<file path="src/sv/quaternion_normalizer_unit_defines.svh">
`ifndef QUATERNION_NORMALIZER_UNIT_DEFINES_SVH
`define QUATERNION_NORMALIZER_UNIT_DEFINES_SVH

// same-cycle check, held off during reset
`define QN_ASSERT_NOW(lbl, ante, cons) \
    lbl: assert property (@(posedge i_clk) disable iff (!i_rst_n) (ante) |-> (cons)) \
        else $error("qn assertion failed");

// next-cycle check, held off during reset
`define QN_ASSERT_NEXT(lbl, ante, cons) \
    lbl: assert property (@(posedge i_clk) disable iff (!i_rst_n) (ante) |=> (cons)) \
        else $error("qn assertion failed");

`endif

</file>
<file path="src/sv/qn_pkg.sv">
package qn_pkg;

    localparam int INDEX_BITS  = 16;
    localparam int COMP_BITS   = 32;
    localparam int REG_BITS    = 29;
    localparam int CFG_IDX_BITS = 2;
    localparam int SQRT_STAGES = 32;
    localparam int DIV_STEPS   = 29;
    localparam int DIV_LAT     = DIV_STEPS + 1;
    localparam int M_TAP       = SQRT_STAGES - 1;
    localparam int SIDE_DEPTH  = SQRT_STAGES + DIV_LAT;

    localparam logic [REG_BITS-1:0] LIM_RESET = 29'd26844;
    localparam logic [REG_BITS-1:0] TOL_RESET = 29'd2684355;
    localparam logic [COMP_BITS-1:0] ONE_Q28  = 32'h1000_0000;
    localparam logic [64:0] ONE_Q56 = 65'h0_0100_0000_0000_0000;

    localparam logic [CFG_IDX_BITS-1:0] CFG_NEAR_ZERO = 2'd0;
    localparam logic [CFG_IDX_BITS-1:0] CFG_UNIT_TOL  = 2'd1;

    typedef enum logic [1:0] {
        OUT_UNCHANGED = 2'd0,
        OUT_IDENTITY  = 2'd1,
        OUT_RESCALED  = 2'd2
    } t_outcome;

    typedef logic [3:0][COMP_BITS-1:0] t_quat;

    typedef struct packed {
        logic [INDEX_BITS-1:0] index;
        t_quat                 comp;
    } t_item;

    typedef struct packed {
        logic [INDEX_BITS-1:0] index;
        t_quat                 comp;
        logic                  near_zero;
        logic                  carry;
        logic                  zero;
        logic                  off_unit;
    } t_side;

endpackage

</file>
<file path="src/sv/qn_square_lane.sv">
module qn_square_lane import qn_pkg::*; (
    input  logic                        i_clk,
    input  logic signed [COMP_BITS-1:0] i_comp,
    output logic [2*COMP_BITS-1:0]      o_sq
);

    logic [COMP_BITS-1:0]   mag;
    logic [2*COMP_BITS-1:0] r_sq;

    assign mag = i_comp[COMP_BITS-1] ? (~i_comp + 1'b1) : i_comp;

    always_ff @(posedge i_clk) begin
        r_sq <= mag * mag;
    end

    assign o_sq = r_sq;

endmodule

</file>
<file path="config.mk">
export PLATFORM = sky130hd
export DESIGN_NAME = qn_square_lane
export DESIGN_NICKNAME = d
export VERILOG_FILES = /design/src/sv/quaternion_normalizer_unit_defines.svh /design/src/sv/qn_pkg.sv /design/src/sv/qn_square_lane.sv
export SDC_FILE = /design/constraint.sdc
export NUM_CORES = 2
export LEC_CHECK = 0
export BUFFER_PORTS_ARGS = -buffer_cell sky130_fd_sc_hd__buf_2
export CAP_MARGIN = 20
export CORE_MARGIN = 4
export CORE_UTILIZATION = 45
export CTS_CLUSTER_DIAMETER = 150
export DETAILED_ROUTE_END_ITERATION = 16
export HOLD_SLACK_MARGIN = 0.08
export PLACE_DENSITY = 0.68
export SLEW_MARGIN = 20
export SYNTH_ARGS = -nofsm -noshare
export SYNTH_HDL_FRONTEND = slang
export SYNTH_SLANG_ARGS = --single-unit
</file>
<file path="constraint.sdc">
create_clock -name i_clk -period 9.85 [get_ports i_clk]
set_input_delay 0.4925 -clock i_clk [delete_from_list [all_inputs] [get_ports i_clk]]
set_output_delay 0.4925 -clock i_clk [all_outputs]
set_load 0.01 [all_outputs]
</file>
==> impl_metrics.toml <==
[drt]
drtPass1Iterations = 7
wl_per_cell_um = 19.48
wirelength_mm = 88.51
drc = 0
viasPerCell = 5.051
postRouteAntennaNets = 0
drtIter0Drc = 1563
vias = 22950

[sta]
setup_tns_ns = 0
period_needed_ns = 9.531
setup_viol = 0
finalWorstSetupSlack_ns = 0.3195
worst_pin_slew_ns = 0.9906
slew_headroom_pct = 33.96
hold_viol = 0
timing.hold.ws_ns = 0.7254
drv_slew = 0
max_freq_ghz = 0.1049
post-route-period-util_pct = 96.76

[floorplan]
rows = 95
die_w_um = 268.2
initial_utilization_pct = 45.36
io_pins = 97
dieArea_mm2 = 0.07192
fp.dieH_um = 268.2
coreArea_mm2 = 0.06716

[synthesis]
synthesis.area_mm2 = 0.03046
synth_area_leaders = "fa_1 (52%), inv_1 (12%), ha_1 (12%)"
ys_ff_latch = 63
synth-edff-count = 0
syn_avg_cell_area_um2 = 9.228
ys_warn_count = 0
ys.flop_type = "dfxtp_1"
ys_types = 65
synthCells = 3301
async_reset_ff_share_pct = 0
yosys.area.top_type = "fa_1"
seq_area_frac_synth_pct = 4.140
synth_top_area_share_pct = 52.25

[placement]
dp.cells = 4520
gp_congestion = 0.9406
io_buffers = 95
hpwl_mm = 77.61
dp_slack_ns = -0.3709

[final_layout]
layout_common_cells = "inv_1 (996), fa_1 (795), buf_4 (325), nor2_1 (286), nand2_1 (283)"
drive_gt1_share_pct = 13.61
largest_reg_flops = 63
syn2layout_area_growth_pct = 14.17
nets = 4773
layout.cells.non_filler = 4543
final_common_cell = "inv_1"

[setup_path]
critical_path_arrival_ns = 9.77
crit_fanout = 15
cp_slowest_cell = "fa_1"
start_kind = "input port"
cp-end-kind = "flip-flop"
crit_top_cell = "fa_1"
cp_data_required_time_ns = 10.09
max_stage_delay_ns = 0.59
path_class = "input port to flip-flop"

[flow_run]
drv_cap = 0

[outcome]
outcome = "complete, no violations"

[grt]
grt_max_degree = 35
grt_pass1_vias = 25290
grt_pass1_wl_mm = 139.6
antenna_found_initial = 4
track_usage_pct = 25.61
grt_overflow = 0

[clock_tree]
cts_buffers = 9
cts_hold_buf = 0
htree_levels = 3
cts.sinks = 63
clkTransAtPathRegs_ns = 0.06
cts_tree = "done"
clockBufferDepth = 2
clockRootBuffer = "clkbuf_16"

[hold_path]
hold_class = "input port to flip-flop"
## Yosys cell counts, drive strengths merged, types with 5 or more instances
cell / instances
clkbuf: 93
nor2: 287
or3: 5
buf: 8
o21bai: 10
nand3: 16
clkinv: 6
xnor2: 62
a21o: 48
fa: 795
o21a: 9
a31o: 5
inv: 1003
ha: 283
a31oi: 5
nand2: 283
nor2b: 10
nand4: 18
and3: 11
o41ai: 5
a211oi: 5
and2: 7
o21ai: 53
dfxtp: 63
nand2b: 5
o31ai: 10
or4: 8
xor2: 59
nor3: 9
a21oi: 73
## final timing paths
check                          end  startpoint  cells after the start
hold / removal     o_sq[0]$_DFF_P_   i_comp[0]                      3
setup / recovery  o_sq[55]$_DFF_P_   i_comp[5]                     32
## cells by family (layout without fill, tap and decap cells)
kind of cell    count (synthesis)  after routing  share of synthesized area (%)
compound gates                249            249                          5.299
xor+xnor                      121            121                          3.528
fa+ha+maj                    1078           1078                          63.87
buf+inv                      1110           1451                          13.71
flops                          63             63                          4.140
mux                             2              2                        0.06983
other cells                     2             30                        0.02465
simple gates                  676            676                          9.353
## layer usage
layer  share of wire, %  GRT usage (%)  vias to the layer above  wire (um)
li1                   -              -                    10260          -
met1                 37          31.34                    11600      32400
met2                 51          44.87                      838      44830
met3                7.4          4.349                      248       6506
met4                5.4          11.04                        4       4744
met5              0.031              0                        -         27
## per-stage QoR
step                      instance area [um2]  utilization (%)
final                                   34780            51.79
after global placement                  34330            51.12
after CTS                               34660            51.61
after detailed placement                34330            51.12
after global routing                    34770            51.77
after floorplan                         30560                -
## worst max-delay path, delay by kind of cell
family | cells | cell delay, ns
adder cells (fa/ha/maj) | 9 | 4.35
AO/OA/AOI/OAI | 8 | 1.61
XOR/XNOR | 2 | 0.55
buffers and inverters | 7 | 0.88
AND/OR/NAND/NOR | 6 | 1.90
## final cells by class
class | count | area (um2)
clock inverters | 7 | 96.34
inverters | 1009 | 3790
fillers | 6171 | 32380
well taps | 873 | 1092
clock buffers | 9 | 225.2
flip-flops and latches | 63 | 1261
diodes | 3 | 7.507
repair buffers | 426 | 3027
multi-input cells | 2153 | 25280
## timing repair
action | 4_1_cts | 5_1_grt
setup endpoints to repair | 1 | 32
buffers inserted | 1 | 3
pin swaps | 1 | 5
resized for setup | 0 | 24
Power is left out: the tool's default activity adds up to more than one toggle a clock period on the data nets, which glitch-free logic cannot reach.
