===== config.mk =====
export PLATFORM = sky130hd
export DESIGN_NAME = qn_div_lane
export DESIGN_NICKNAME = d
export VERILOG_FILES = /design/src/sv/quaternion_normalizer_unit_defines.svh /design/src/sv/qn_pkg.sv /design/src/sv/qn_div_lane.sv
export SDC_FILE = /design/constraint.sdc
export NUM_CORES = 2
export LEC_CHECK = 0
export BUFFER_PORTS_ARGS = -buffer_cell sky130_fd_sc_hd__buf_2
export CAP_MARGIN = 20
export CORE_ASPECT_RATIO = 1.1
export CORE_MARGIN = 5
export CORE_UTILIZATION = 55
export CTS_CLUSTER_DIAMETER = 150
export DETAILED_ROUTE_END_ITERATION = 8
export MAX_ROUTING_LAYER = met4
export PLACE_DENSITY = 0.73
export SLEW_MARGIN = 20
export SYNTH_ARGS = -nofsm -noshare
export SYNTH_HDL_FRONTEND = slang
export SYNTH_SLANG_ARGS = --single-unit

===== constraint.sdc =====
create_clock -name i_clk -period 6.5 [get_ports i_clk]
set_input_delay 0.325 -clock i_clk [delete_from_list [all_inputs] [get_ports i_clk]]
set_output_delay 0.325 -clock i_clk [all_outputs]
set_load 0.005 [all_outputs]

===== src/sv/quaternion_normalizer_unit_defines.svh =====
`ifndef QUATERNION_NORMALIZER_UNIT_DEFINES_SVH
`define QUATERNION_NORMALIZER_UNIT_DEFINES_SVH

// same-cycle check, held off during reset
`define QN_ASSERT_NOW(lbl, ante, cons) \
    lbl: assert property (@(posedge i_clk) disable iff (!i_rst_n) (ante) |-> (cons)) \
        else $error("qn assertion failed");

// next-cycle check, held off during reset
`define QN_ASSERT_NEXT(lbl, ante, cons) \
    lbl: assert property (@(posedge i_clk) disable iff (!i_rst_n) (ante) |=> (cons)) \
        else $error("qn assertion failed");

`endif


===== src/sv/qn_pkg.sv =====
package qn_pkg;

    localparam int INDEX_BITS  = 16;
    localparam int COMP_BITS   = 32;
    localparam int REG_BITS    = 29;
    localparam int CFG_IDX_BITS = 2;
    localparam int SQRT_STAGES = 32;
    localparam int DIV_STEPS   = 29;
    localparam int DIV_LAT     = DIV_STEPS + 1;
    localparam int M_TAP       = SQRT_STAGES - 1;
    localparam int SIDE_DEPTH  = SQRT_STAGES + DIV_LAT;

    localparam logic [REG_BITS-1:0] LIM_RESET = 29'd26844;
    localparam logic [REG_BITS-1:0] TOL_RESET = 29'd2684355;
    localparam logic [COMP_BITS-1:0] ONE_Q28  = 32'h1000_0000;
    localparam logic [64:0] ONE_Q56 = 65'h0_0100_0000_0000_0000;

    localparam logic [CFG_IDX_BITS-1:0] CFG_NEAR_ZERO = 2'd0;
    localparam logic [CFG_IDX_BITS-1:0] CFG_UNIT_TOL  = 2'd1;

    typedef enum logic [1:0] {
        OUT_UNCHANGED = 2'd0,
        OUT_IDENTITY  = 2'd1,
        OUT_RESCALED  = 2'd2
    } t_outcome;

    typedef logic [3:0][COMP_BITS-1:0] t_quat;

    typedef struct packed {
        logic [INDEX_BITS-1:0] index;
        t_quat                 comp;
    } t_item;

    typedef struct packed {
        logic [INDEX_BITS-1:0] index;
        t_quat                 comp;
        logic                  near_zero;
        logic                  carry;
        logic                  zero;
        logic                  off_unit;
    } t_side;

endpackage


===== src/sv/qn_div_lane.sv =====
module qn_div_lane import qn_pkg::*; (
    input  logic                        i_clk,
    input  logic signed [COMP_BITS-1:0] i_comp,
    input  logic [32:0]                 i_mag,
    output logic [DIV_STEPS-1:0]        o_quot
);

    logic [COMP_BITS-1:0] abs_c;
    logic [59:0]          num;

    logic [32:0]          r_rem  [0:DIV_STEPS];
    logic [DIV_STEPS-1:0] r_low  [0:DIV_STEPS];
    logic [DIV_STEPS-1:0] r_quot [0:DIV_STEPS];
    logic [32:0]          r_div  [0:DIV_STEPS];

    assign abs_c = i_comp[COMP_BITS-1] ? (~i_comp + 1'b1) : i_comp;
    assign num   = {abs_c, 28'b0} + 60'(i_mag >> 1);

    always_ff @(posedge i_clk) begin
        r_rem[0]  <= {2'b00, num[59:DIV_STEPS]};
        r_low[0]  <= num[DIV_STEPS-1:0];
        r_quot[0] <= '0;
        r_div[0]  <= i_mag;
    end

    for (genvar k = 1; k <= DIV_STEPS; k++) begin : g_step
        logic [33:0] rem_sh;

        assign rem_sh = {r_rem[k-1], r_low[k-1][DIV_STEPS-1]};

        always_ff @(posedge i_clk) begin
            if (rem_sh >= {1'b0, r_div[k-1]}) begin
                r_rem[k]  <= 33'(rem_sh - {1'b0, r_div[k-1]});
                r_quot[k] <= {r_quot[k-1][DIV_STEPS-2:0], 1'b1};
            end else begin
                r_rem[k]  <= rem_sh[32:0];
                r_quot[k] <= {r_quot[k-1][DIV_STEPS-2:0], 1'b0};
            end
            r_low[k] <= {r_low[k-1][DIV_STEPS-2:0], 1'b0};
            r_div[k] <= r_div[k-1];
        end
    end

    assign o_quot = r_quot[DIV_STEPS];

endmodule


==> metrics.log <==
INFO  metric grt_antenna_before_repair = 1
INFO  metric synth.largest_area_cell = dfxtp_1
INFO  metric route.antenna.remaining_nets = 0
INFO  metric sequential_cell_area_fraction_in_the_yosys_report = a little over two fifths
INFO  metric pre_cts_setup_slack = ~1.7 ns
INFO  metric post_cts_resized = 0
INFO  metric critical_path.startpoint_type = flip-flop
INFO  metric grt_start_max_net_pins = 64
INFO  metric ys_async_sr_fraction = 0%
INFO  metric worst-path-max-fanout = 24
INFO  metric min_delay_path_depth = 5
INFO  metric clk_latency = approximately 0.9 ns
INFO  metric r2r_slack = approximately 1.6 ns
INFO  metric drt_first_iter_violations = about 5,600
INFO  metric number_of_enable_type_register_cells_in_the_synthesized_netlist = 0
INFO  metric syn_area_per_cell = slightly above 9 sq um
INFO  metric floorplan.core_area = ~0.20 sq mm
INFO  metric crit_type = flip-flop to flip-flop
INFO  metric cts_hold_buffers = 84
INFO  metric status = finished, final reports clean
INFO  metric synth_fp_nets = 12,900
INFO  metric layout_worst_path_cycle_share = between 70% and 80%
INFO  metric timing.hold.worst.class = input pin to flip-flop
INFO  metric vdd_ir_drop_max = 333.0 uV
INFO  metric start_util = 55.31%
INFO  metric yosysUniqueCellTypes = roughly 100
INFO  metric synth_area_leaders = dfxtp_1 43%, ha_1 11%, a21oi_1 5.1%
INFO  metric dieHeight = 477.4 microns
INFO  metric floorplan.rows = roughly 170
INFO  metric first_global_vias = between 80,000 and 90,000
INFO  metric synth_seq_cells = 2,348
INFO  metric place.port_buffers = 94
INFO  metric syn_to_final_growth = 11.04%
INFO  metric drt_drc_violations_left = 0
INFO  metric crit_path_end_kind = flip-flop
INFO  metric rr_endpoint = r_rem[0][35]
INFO  metric finalNetCount = about 13,000
INFO  metric ys_flop_type = dfxtp_1
INFO  metric finalHoldViolCount = 0
INFO  metric floorplan.die_area = slightly above 0.2 sq mm
INFO  metric dpl.hpwl = roughly 210,000 microns
INFO  metric post_dp_cell_area = between 0.1 and 0.15 sq mm
INFO  metric crit-reg2reg-launch = r_low[0][28]
INFO  metric rsz_0062_raised_after_global_routing = false
INFO  metric cap_violations = 0
INFO  metric tns = 0 ns
INFO  metric gpl.final_weighted_congestion = 0.9663
INFO  metric fin_crit = approximately 4.9 ns
INFO  metric post_route_cells_drive_above_1_share = under 10%
INFO  metric grt_pass1_wl = around 440,000 microns
INFO  metric tightest_slew = between 1 and 1.5 ns
INFO  metric finalSetupViolations = 0
INFO  metric h-tree-depth = 4
INFO  metric dr_total_vias = around 83,000
INFO  metric synthesis.yosys.warnings = 0
INFO  metric post_synth_inst_count = 11,840
INFO  metric slew_violations = 0
INFO  metric number_of_buffers_inserted_during_clock_tree_synthesis = 228
INFO  metric leakagePower = 56.06 nW
INFO  metric timing.critical_path.required = 7.28 ns
INFO  metric drt-pass1-iter-count = 6
INFO  metric slew_headroom = between 20% and 30%
INFO  metric timing.hold.worst_endpoint = r_rem[0][2]
INFO  metric synth_largest_type_area_fraction = a little over two fifths
INFO  metric clk_transition_reported_paths = ~0.060 ns
INFO  metric power_density_normalized_to_cell_area = 587.1 mW/mm^2
INFO  metric clk_path_buf_depth = 3
INFO  metric max_freq = between 200 and 250 MHz
INFO  metric cts_tree = done
INFO  metric reg2reg_depth = 13
INFO  metric hold_path_startpoint = i_comp[1]
INFO  metric detail_route.vias_per_cell = roughly 5.6
INFO  metric clock-skew-final = ~0.065 ns
INFO  metric critPathArrivalTime = between 5 and 6 ns
INFO  metric clock_tree.root_cell = clkbuf_16
INFO  metric synth.cell_area = around 0.11 sq mm
INFO  metric cts.sink_count = roughly 2,300
INFO  metric fin_ws = ~1.6 ns
INFO  metric total_power = 71.21 mW
INFO  metric postLayoutCellArea = 0.1213 sq mm
INFO  metric floorplan.die.width = ~430 microns
INFO  metric globalRouteOverflowTotal = 0
INFO  metric route.final.wire_length = approximately 280,000 microns
INFO  metric setup_fix_bufs_post_cts = 0
INFO  metric boundaryPins = 95
INFO  metric route.detailed.wl_per_inst = ~19 microns
INFO  metric globalRouteTotalUtil = between 20% and 30%
-- worst max-delay path by stage --
stage                              from       endpoint  slack, ns  cells after the start
after global placement    r_div[0][445]  r_rem[0][490]       1.82                     14
after floorplan              i_comp[31]   r_rem[0][30]       2.67                     15
after detailed placement  r_div[0][445]  r_rem[0][490]       1.74                     14
after CTS                 r_div[0][445]  r_rem[0][490]       1.70                     14
after global routing       r_low[0][28]   r_rem[0][35]       1.33                     13
final                      r_low[0][28]   r_rem[0][35]       1.62                     13
-- synthesized netlist by cell type (all sizes together) (81+ instances only) --
master,n
buf,88
nor2b,123
xnor2,489
nand2b,108
and3,81
a21oi,1108
inv,1189
nand3,181
o21bai,147
clkbuf,222
xor2,353
a21o,500
o21ai,722
nand2,776
o21a,119
dfxtp,2348
nand4,155
nor2,713
nor3,138
mux2,348
ha,961
-- through the flow --
stage / hold WS, ns / util [%] / cells
floorplan: 0.3096 / - / 11840
global placement: 0.3095 / 56.70 / 14250
detailed placement: 0.3121 / 56.72 / 14250
CTS: 0.004081 / 61.39 / 14770
global route: 0.04799 / 61.41 / 14770
finish: 0.07521 / 61.41 / 14770
-- worst max-delay path, stage by stage (launching register included) --
cell       delay [ns]
dfxtp_1          0.31
inv_1            0.05
ha_1             0.22
fa_1             0.41
nor2b_1          0.12
o21ai_0          0.10
a21boi_0         0.33
o31ai_1          0.20
a2111oi_0        0.69
o221ai_1         0.38
a21oi_1          0.38
a41o_1           0.89
buf_4            0.32
mux2_2           0.34
-- logic make-up (layout without fill, tap and decap cells) --
| family | Yosys count | in the layout | share of synthesized area [%] |
|---|---|---|---|
| AOI/OAI and AO/OA | 3242 | 3242 | 18.51 |
| and+or+nand+nor | 2553 | 2553 | 11.10 |
| DFF | 2348 | 2348 | 43.03 |
| buffers and inverters | 1500 | 1830 | 5.309 |
| adders and majority gates | 990 | 990 | 11.54 |
| xor gates and xnor gates | 842 | 842 | 6.752 |
| muxes | 366 | 366 | 3.756 |
| other | 0 | 3 | 0 |
-- power breakdown --
part           internal, mW  total, mW  switching, mW
logic                  15.1       34.3           19.2
registers              19.4       22.6           3.19
clock network          8.41       14.3           5.89
-- area by class of cell --
cell class / count / area [sq um]
fill: 16810 / 76200
sequential: 2348 / 47010
timing repair buffer: 207 / 1589
inverter: 1190 / 4467
multi-input combinational: 7993 / 56590
clock inverter: 138 / 2003
clock buffer: 295 / 6377
antenna: 3 / 7.507
tap: 2595 / 3247
-- registers in the layout (all words and copies together) (netlist names) --
register and flops:
r_div 957, r_rem 955, r_quot 435, r_low 1
-- routing by layer --
| layer | vias up | share of wire, % | global-route usage [%] |
|---|---|---|---|
| met5 | - | 0 | - |
| met4 | 0 | 4.3 | 10.37 |
| met3 | 648 | 3.9 | 2.810 |
| met2 | 2013 | 51 | 47.47 |
| met1 | 39110 | 41 | 30.16 |
| li1 | 41370 | - | - |
-- cells in the final DEF, fill, tap and decap left out, drive strengths merged, types with 138 or more instances in the layout --
cell,n
o21ai,722
o21bai,147
xor2,353
nor3,138
xnor2,489
mux2,348
a21oi,1108
a21o,500
inv,1202
ha,961
nand2,776
clkbuf,295
dfxtp,2348
nand4,155
nor2,713
nand3,181
(Power assumes the default switching activity.)
